<file path="src/csmd_pkg.sv">
// Shared types, codes and register-map constants for the shadow map decoder.
package csmd_pkg;

  // Operation codes carried in the input tuser
  typedef enum logic [1:0] {
    MODE_PORT_WRITE = 2'd0,
    MODE_PORT_READ  = 2'd1,
    MODE_ROUTE      = 2'd2,
    MODE_UNUSED     = 2'd3
  } mode_t;

  localparam int unsigned STORE_DEPTH = 18;
  localparam int unsigned SLOT_W      = 5;

  typedef logic [SLOT_W-1:0] slot_t;
  typedef logic [7:0]        byte_t;

  // Register indexes with special handling
  localparam byte_t IDX_ID_LOW  = 8'h04;
  localparam byte_t IDX_ID_HIGH = 8'h08;
  localparam byte_t ID_LOW_MASK  = 8'h1C;
  localparam byte_t ID_HIGH_MASK = 8'h1F;
  localparam byte_t NO_DATA      = 8'hFF;

  // Store slots of the registers used by the address decoder
  localparam slot_t SLOT_SEG_ROUTE = 5'd4;   // index 0x09
  localparam slot_t SLOT_LOW_MAP0  = 5'd5;   // index 0x0A
  localparam slot_t SLOT_LOW_MAP1  = 5'd6;   // index 0x0B
  localparam slot_t SLOT_LOW_MAP2  = 5'd7;   // index 0x0C
  localparam slot_t SLOT_LOW_MAP3  = 5'd8;   // index 0x0D
  localparam slot_t SLOT_UP_MAP0   = 5'd9;   // index 0x0E
  localparam slot_t SLOT_UP_MAP1   = 5'd10;  // index 0x0F

  // 16K block number of 0x40000, the bottom of the decoded window
  localparam logic [5:0] WINDOW_BLOCK = 6'h10;

  typedef struct packed {
    logic  hit;
    slot_t slot;
  } slot_lookup_t;

  // Map a register index to its place in the store
  function automatic slot_lookup_t slot_of(input byte_t ix);
    slot_lookup_t r;
    r.hit  = 1'b0;
    r.slot = '0;
    if (ix >= 8'h04 && ix <= 8'h06) begin
      r.hit  = 1'b1;
      r.slot = SLOT_W'(ix - 8'h04);
    end else if (ix >= 8'h08 && ix <= 8'h13) begin
      r.hit  = 1'b1;
      r.slot = SLOT_W'(ix - 8'h05);
    end else if (ix >= 8'h28 && ix <= 8'h2A) begin
      r.hit  = 1'b1;
      r.slot = SLOT_W'(ix - 8'h19);
    end
    return r;
  endfunction

endpackage

</file>
<file path="src/chipset_shadow_map_decoder.sv">
// Top level: index/data register port and memory route decoder.
//
// Usage:
//   Input beats arrive on in_tvalid/in_tready. in_tuser selects the operation
//   (port write, port read, route query) and which port; in_tdata carries the
//   written byte and the 20-bit query address. Every beat gives exactly one
//   result beat on out_tvalid/out_tready: the read byte (0xFF if nothing is
//   readable) and the read/write routing plus window flag of a query.
//   The block is an input register followed by a result register with the
//   decode logic between them. A taken input beat waits in the input register
//   and then moves into the result register, where out_tvalid rises;
//   one beat per cycle is sustained while out_tready stays high.
//   The register store is 18 flops-wide bytes, updated when a beat moves
//   from the input register into the result register, so accesses apply in
//   arrival order.
//   A stalled receiver holds the result register; the input register still
//   takes one more beat, after which in_tready drops until the result drains.
//   Synchronous reset (rst_n low) empties both stages and clears the index
//   register and every register in the store.
module chipset_shadow_map_decoder
  import csmd_pkg::*;
(
  input  logic        clk,
  input  logic        rst_n,
  input  logic        in_tvalid,
  output logic        in_tready,
  input  logic [31:0] in_tdata,   // [7:0] write_data, [27:8] mem_address, [31:28] zero
  input  logic [2:0]  in_tuser,   // [1:0] mode, [2] port_odd
  output logic        out_tvalid,
  input  logic        out_tready,
  output logic [15:0] out_tdata   // [7:0] read_data, [8] read_external,
                                  // [9] write_external, [10] in_window, [15:11] zero
);

  // Input stage
  logic        s1_valid_r;
  mode_t       s1_mode_r;
  logic        s1_odd_r;
  byte_t       s1_wdata_r;
  logic [19:0] s1_addr_r;

  // Result stage
  logic        out_valid_r;
  byte_t       out_rdata_r;
  logic        out_rext_r;
  logic        out_wext_r;
  logic        out_win_r;

  // Architectural state
  byte_t       index_r;
  byte_t       store_r [STORE_DEPTH];

  logic        advance;
  logic        in_fire;

  assign advance   = s1_valid_r && (!out_valid_r || out_tready);
  assign in_tready = !s1_valid_r || advance;
  assign in_fire   = in_tvalid && in_tready;

  // Input register
  always_ff @(posedge clk) begin
    if (!rst_n) begin
      s1_valid_r <= 1'b0;
    end else if (in_tready) begin
      s1_valid_r <= in_tvalid;
    end
  end

  always_ff @(posedge clk) begin
    if (in_fire) begin
      s1_mode_r  <= mode_t'(in_tuser[1:0]);
      s1_odd_r   <= in_tuser[2];
      s1_wdata_r <= in_tdata[7:0];
      s1_addr_r  <= in_tdata[27:8];
    end
  end

  // Decode of the current beat
  slot_lookup_t idx_lu;
  byte_t        rdata_nxt;
  logic         rext_nxt;
  logic         wext_nxt;
  logic         win_nxt;
  logic         index_we;
  logic         store_we;
  logic [31:0]  low_map;
  logic [15:0]  up_map;
  byte_t        seg_route;
  logic [5:0]   low_block;
  logic [4:0]   low_n;
  logic [3:0]   up_n;
  logic [1:0]   seg;

  assign idx_lu    = slot_of(index_r);
  assign low_map   = {store_r[SLOT_LOW_MAP3], store_r[SLOT_LOW_MAP2],
                      store_r[SLOT_LOW_MAP1], store_r[SLOT_LOW_MAP0]};
  assign up_map    = {store_r[SLOT_UP_MAP1], store_r[SLOT_UP_MAP0]};
  assign seg_route = store_r[SLOT_SEG_ROUTE];
  assign low_block = s1_addr_r[19:14] - WINDOW_BLOCK;
  assign low_n     = low_block[4:0];
  assign up_n      = s1_addr_r[17:14];
  assign seg       = up_n[3:2];

  always_comb begin
    rdata_nxt = NO_DATA;
    rext_nxt  = 1'b0;
    wext_nxt  = 1'b0;
    win_nxt   = 1'b0;
    index_we  = 1'b0;
    store_we  = 1'b0;
    unique case (s1_mode_r)
      MODE_PORT_WRITE: begin
        index_we = !s1_odd_r;
        store_we = s1_odd_r && idx_lu.hit;
      end
      MODE_PORT_READ: begin
        if (s1_odd_r && idx_lu.hit) begin
          rdata_nxt = store_r[idx_lu.slot];
          if (index_r == IDX_ID_LOW) begin
            rdata_nxt = rdata_nxt & ID_LOW_MASK;
          end else if (index_r == IDX_ID_HIGH) begin
            rdata_nxt = rdata_nxt & ID_HIGH_MASK;
          end
        end
      end
      MODE_ROUTE: begin
        if (s1_addr_r[19:18] == 2'b11) begin
          // 0xC0000-0xFFFFF: per-16K override, else per-64K segment routing
          win_nxt = 1'b1;
          if (up_map[up_n]) begin
            rext_nxt = 1'b1;
            wext_nxt = 1'b1;
          end else begin
            rext_nxt = seg_route[3'd3 - {1'b0, seg}];
            wext_nxt = seg_route[3'd7 - {1'b0, seg}];
          end
        end else if (s1_addr_r[19:18] != 2'b00) begin
          // 0x40000-0xBFFFF: per-16K bit routes both directions
          win_nxt  = 1'b1;
          rext_nxt = low_map[low_n];
          wext_nxt = low_map[low_n];
        end
      end
      default: begin
      end
    endcase
  end

  // State update as the beat leaves the input register
  always_ff @(posedge clk) begin
    if (!rst_n) begin
      index_r <= '0;
      for (int i = 0; i < STORE_DEPTH; i++) begin
        store_r[i] <= '0;
      end
    end else if (advance) begin
      if (index_we) begin
        index_r <= s1_wdata_r;
      end
      if (store_we) begin
        store_r[idx_lu.slot] <= s1_wdata_r;
      end
    end
  end

  // Result register
  always_ff @(posedge clk) begin
    if (!rst_n) begin
      out_valid_r <= 1'b0;
    end else if (advance) begin
      out_valid_r <= 1'b1;
    end else if (out_tready) begin
      out_valid_r <= 1'b0;
    end
  end

  always_ff @(posedge clk) begin
    if (advance) begin
      out_rdata_r <= rdata_nxt;
      out_rext_r  <= rext_nxt;
      out_wext_r  <= wext_nxt;
      out_win_r   <= win_nxt;
    end
  end

  assign out_tvalid = out_valid_r;
  assign out_tdata  = {5'b0, out_win_r, out_wext_r, out_rext_r, out_rdata_r};

  // Checks
  a_ext_in_window: assert property (@(posedge clk) disable iff (!rst_n)
    out_tvalid && (out_tdata[8] || out_tdata[9]) |-> out_tdata[10])
    else $error("external routing outside the decoded window");

  a_read_no_route: assert property (@(posedge clk) disable iff (!rst_n)
    out_tvalid && (out_tdata[7:0] != NO_DATA) |-> (out_tdata[10:8] == 3'b000))
    else $error("read data and route flags on the same beat");

  a_s1_hold: assert property (@(posedge clk) disable iff (!rst_n)
    s1_valid_r && !advance |=> s1_valid_r)
    else $error("input stage lost a beat while stalled");

  a_index_write: assert property (@(posedge clk) disable iff (!rst_n)
    advance && index_we |=> index_r == $past(s1_wdata_r))
    else $error("index port write not taken");

endmodule

</file>
<file path="config.mk">
export PLATFORM = sky130hd
export DESIGN_NAME = chipset_shadow_map_decoder
export DESIGN_NICKNAME = d
export VERILOG_FILES = /design/src/csmd_pkg.sv /design/src/chipset_shadow_map_decoder.sv
export SDC_FILE = /design/constraint.sdc
export NUM_CORES = 1
export LEC_CHECK = 0
export ABC_AREA = 1
export BUFFER_PORTS_ARGS = -buffer_cell sky130_fd_sc_hd__buf_4
export CAP_MARGIN = 10
export CORE_MARGIN = 2
export CORE_UTILIZATION = 60
export CTS_CLUSTER_DIAMETER = 200
export DETAILED_ROUTE_END_ITERATION = 6
export PLACE_DENSITY = 0.78
export SYNTH_ARGS = -nofsm -noshare
export SYNTH_HDL_FRONTEND = slang
export SYNTH_SLANG_ARGS = --single-unit
export TNS_END_PERCENT = 30
</file>
<file path="constraint.sdc">
create_clock -name clk -period 6.42 [get_ports clk]
set_input_delay 1.284 -clock clk [delete_from_list [all_inputs] [get_ports clk]]
set_output_delay 1.284 -clock clk [all_outputs]
set_load 0.03 [all_outputs]
</file>
==> out/qor.txt <==
first-pass GRT wire length = 53210 microns
WS Path Type = register to register
worst skew pair latency = 0.55 ns
Pre-antenna DRT Iters = 6
fin worst setup slack = 1.915 ns
DR WL/cell = 20.74 microns
IO Count = 57
total grt overflow = 0
initial drt markers = 1333
Post-DRT Antenna Nets = 0
placed insts = 1626
CP endpoint kind = register
CTS tree = done
max-slew violation count = 0
Crit path max-delay family = simple AND/OR/NAND/NOR gates
Starting Density = 60.96%
CP cell instances = inv_1, ha_1, nand2_1, nand2_1, nand2_1, nand3_4, inv_2, nand2_2, nand2_4, inv_1, nor2_2, inv_1, nor2_1
DRC Markers = 0
Die Wd = 155.4 microns
DR vias = 10240
CTS Hold Bufs = 0
initial antenna violation count = 0
Synth Area in Compound Gates = 5.837%
postcts setup bufs = 0
Critical Path Stages = 13
worst path arrival time = 4.67 ns
Peak supply drop = 0.2225 mV
slowest cell on the critical path = nor2_1
Synth Area in Simple Gates = 23.80%
GP Congestion = 1.009
CP max FO = 87
syn avg cell area = 10.00 sq um
commonest cells in the netlist = edfxtp_1, nand3_1, nand2_1, nor2_1, inv_1
die area = 24160 sq um
Multi-input gate area = 4259 sq um
Hold WC Path Type = register to register
leakage power = 5.592 nW
Place WS = 1.947 ns
Final TNS setup = 0 ns
Pwr Density = 300.8 nW/um^2
Core ar. = 22570 sq um
final setup violation count = 0
max_cap viols = 0
largest net degree at the start of global routing = 88
unrepaired setup endpoints after global routing = no
post-synthesis mux area share = 0%
I/O Buffers = 33
CTS Buffer Depth = 3
Crit path buffers/inverters = 4
outcome = finished clean
slowest stage delay, CP = 0.72 ns
cell taking the most area after synthesis = edfxtp_1
Tmin final = 4.505 ns
Die Y = 155.4 microns
Top FF cell, synth = edfxtp_1
HPWL after DPL = 22070 microns
clk slew on worst S/H paths = 0.06 ns
main combinational cell family by area after synthesis = simple AND/OR/NAND/NOR gates
FF+latch area = 8728 sq um
layout cells sized above 1 = 9.195%
Nets = 1420
total of cells resized after clock tree synthesis = 0
Yosys cell types = 32
critical path launch point type = register
hold_ws = 0.5200 ns
Gate Count Post-Synth = 1376
Async SR Flop Fraction = 0%
final worst path period share = 70.17%
final hold vios = 0
clk_skew = 0.01508 ns
YS warnings = 0
total CTS buffers = 30
Post-Synth Adder-Cell Area = 0.7274%
Rows = 55
Tightest Pin Transition = 1.086 ns
gr usage total = 29.02%
fin cells = 1677
Synth Area in XOR/XNOR = 0.3819%
P&R area growth vs syn = 9.711%
WP data required = 6.59 ns
highest clock rate = 222.0 MHz
Critical path origin = index_r[3]$_SDFFE_PN0P_
# H-tree levels = 1
share of the synthesized area in the top cell type = 61.97%
CP endpoint = store_r[19][5]$_DFFE_PP_
total wire length = 34790 microns
Worst Reg2Reg Path Length in Cells = 13
most common cell in the netlist = edfxtp_1
vias in the first global route = 9623
Synth Cell Area = 13760 sq um
Reg-to-Reg Start = index_r[3]$_SDFFE_PN0P_
sequential element share of the synthesized area = 63.43%
#FFs+latches synth = 294
Sink Count = 294
CTS Root Cell = clkbuf_16
EDFF count, synth = 284
Synth area leaders = edfxtp_1, nand3_1, nand2_1, nor2_1, inv_1
antenna cell count = 0
slew margin rel. = 27.30%
FF-to-FF End = store_r[19][5]$_DFFE_PP_
FF-to-FF setup slack = 1.92 ns
Fill cells = 1707
Via density = 6.109
==> registers in the layout (all words and copies together), names as in the netlist, 2 cells and up <==
signal,cells
s1_mode_r,2
index_r,8
s1_addr_r,6
out_rdata_r,8
s1_wdata_r,8
store_r,256
==> metrics by stage <==
stage / power (mW) / cell area, sq um / utilization [%]
after floorplan: 2.609 / 13780 / -
after global placement: 2.779 / 14100 / 62.46
after detailed placement: 2.792 / 14100 / 62.46
after CTS: 4.527 / 15090 / 66.86
after global routing: 4.676 / 15100 / 66.88
final: 4.541 / 15100 / 66.88
==> where the power goes <==
part / switching [mW] / total (mW) / internal [mW]
sequential: 0.0228 / 2.15 / 2.13
clock: 0.701 / 1.77 / 1.07
combinational: 0.447 / 0.616 / 0.169
total: 1.17 / 4.54 / 3.37
==> worst register-to-register path, cell delays in order, from the launching register on <==
cell and delay [ns]:
dfxtp_1 0.52, inv_1 0.18, ha_1 0.29, nand2_1 0.09
nand2_1 0.05, nand2_1 0.10, nand3_4 0.13, inv_2 0.12
nand2_2 0.08, nand2_4 0.64, inv_1 0.46, nor2_2 0.53
inv_1 0.21, nor2_1 0.73
==> cells by family after synthesis <==
group | after synthesis
and+or+nand+nor | 736
DFF | 294
buffers and inverters | 194
AOI/OAI and AO/OA | 137
adders and majority gates | 8
xor gates and xnor gates | 6
other | 1
==> placed cells by master, fill, tap and decap left out, types with 2 or more instances in the layout <==
cell type / Yosys / final
inv_2: 3 / 3
nor3_2: 1 / 2
o21ai_0: 57 / 57
clkbuf_1: 38 / 4
nor2_2: 4 / 4
inv_1: 104 / 104
nand3_1: 280 / 280
nor3_4: 2 / 2
edfxtp_1: 284 / 284
clkinv_1: 1 / 7
nand4_1: 3 / 3
dfxtp_1: 10 / 10
clkinv_2: 0 / 3
or2_2: 3 / 3
nand2_2: 20 / 19
nor2_1: 191 / 191
nor3_1: 3 / 2
o221ai_1: 4 / 4
o22ai_1: 3 / 3
o211ai_1: 38 / 38
ha_1: 8 / 8
clkbuf_16: 0 / 31
nor2_4: 5 / 5
buf_4: 11 / 47
conb_1: 1 / 5
bufinv_16: 0 / 5
nand2_1: 223 / 223
xor2_1: 5 / 5
a21oi_1: 34 / 34
==> how the worst min path moves through the flow <==
stage	start	to	slack [ns]	depth (start not counted)
CTS	out_tvalid$_SDFFE_PN0P_	out_tvalid$_SDFFE_PN0P_	0.52	2
floorplan	s1_valid_r$_SDFFE_PN0N_	out_tvalid$_SDFFE_PN0P_	0.52	2
global route	out_tvalid$_SDFFE_PN0P_	out_tvalid$_SDFFE_PN0P_	0.55	2
global placement	out_tvalid$_SDFFE_PN0P_	out_tvalid$_SDFFE_PN0P_	0.50	2
finish	out_tvalid$_SDFFE_PN0P_	out_tvalid$_SDFFE_PN0P_	0.52	2
detailed placement	out_tvalid$_SDFFE_PN0P_	out_tvalid$_SDFFE_PN0P_	0.51	2
==> routing by layer <==
metal | wire, microns | up-vias | part of all wire (%) | global-route usage (%)
met3 | 3563 | 106 | 10 | 4.875
met5 | 0 | - | 0 | 0
met4 | 1546 | 0 | 4.4 | 11.05
met2 | 16700 | 590 | 48 | 47.62
met1 | 12980 | 4808 | 37 | 39.32
li1 | - | 4740 | - | -
==> cell type report <==
cell class | count | share of cell area (%)
Multi-Input combinational cell | 892 | 28.21
Tap cell | 285 | 2.362
Sequential cell | 294 | 57.82
Clock buffer | 35 | 5.238
Clock inverter | 16 | 1.351
Inverter | 108 | 2.685
Timing Repair Buffer | 47 | 2.337
Power figures use the tool's default switching activity.
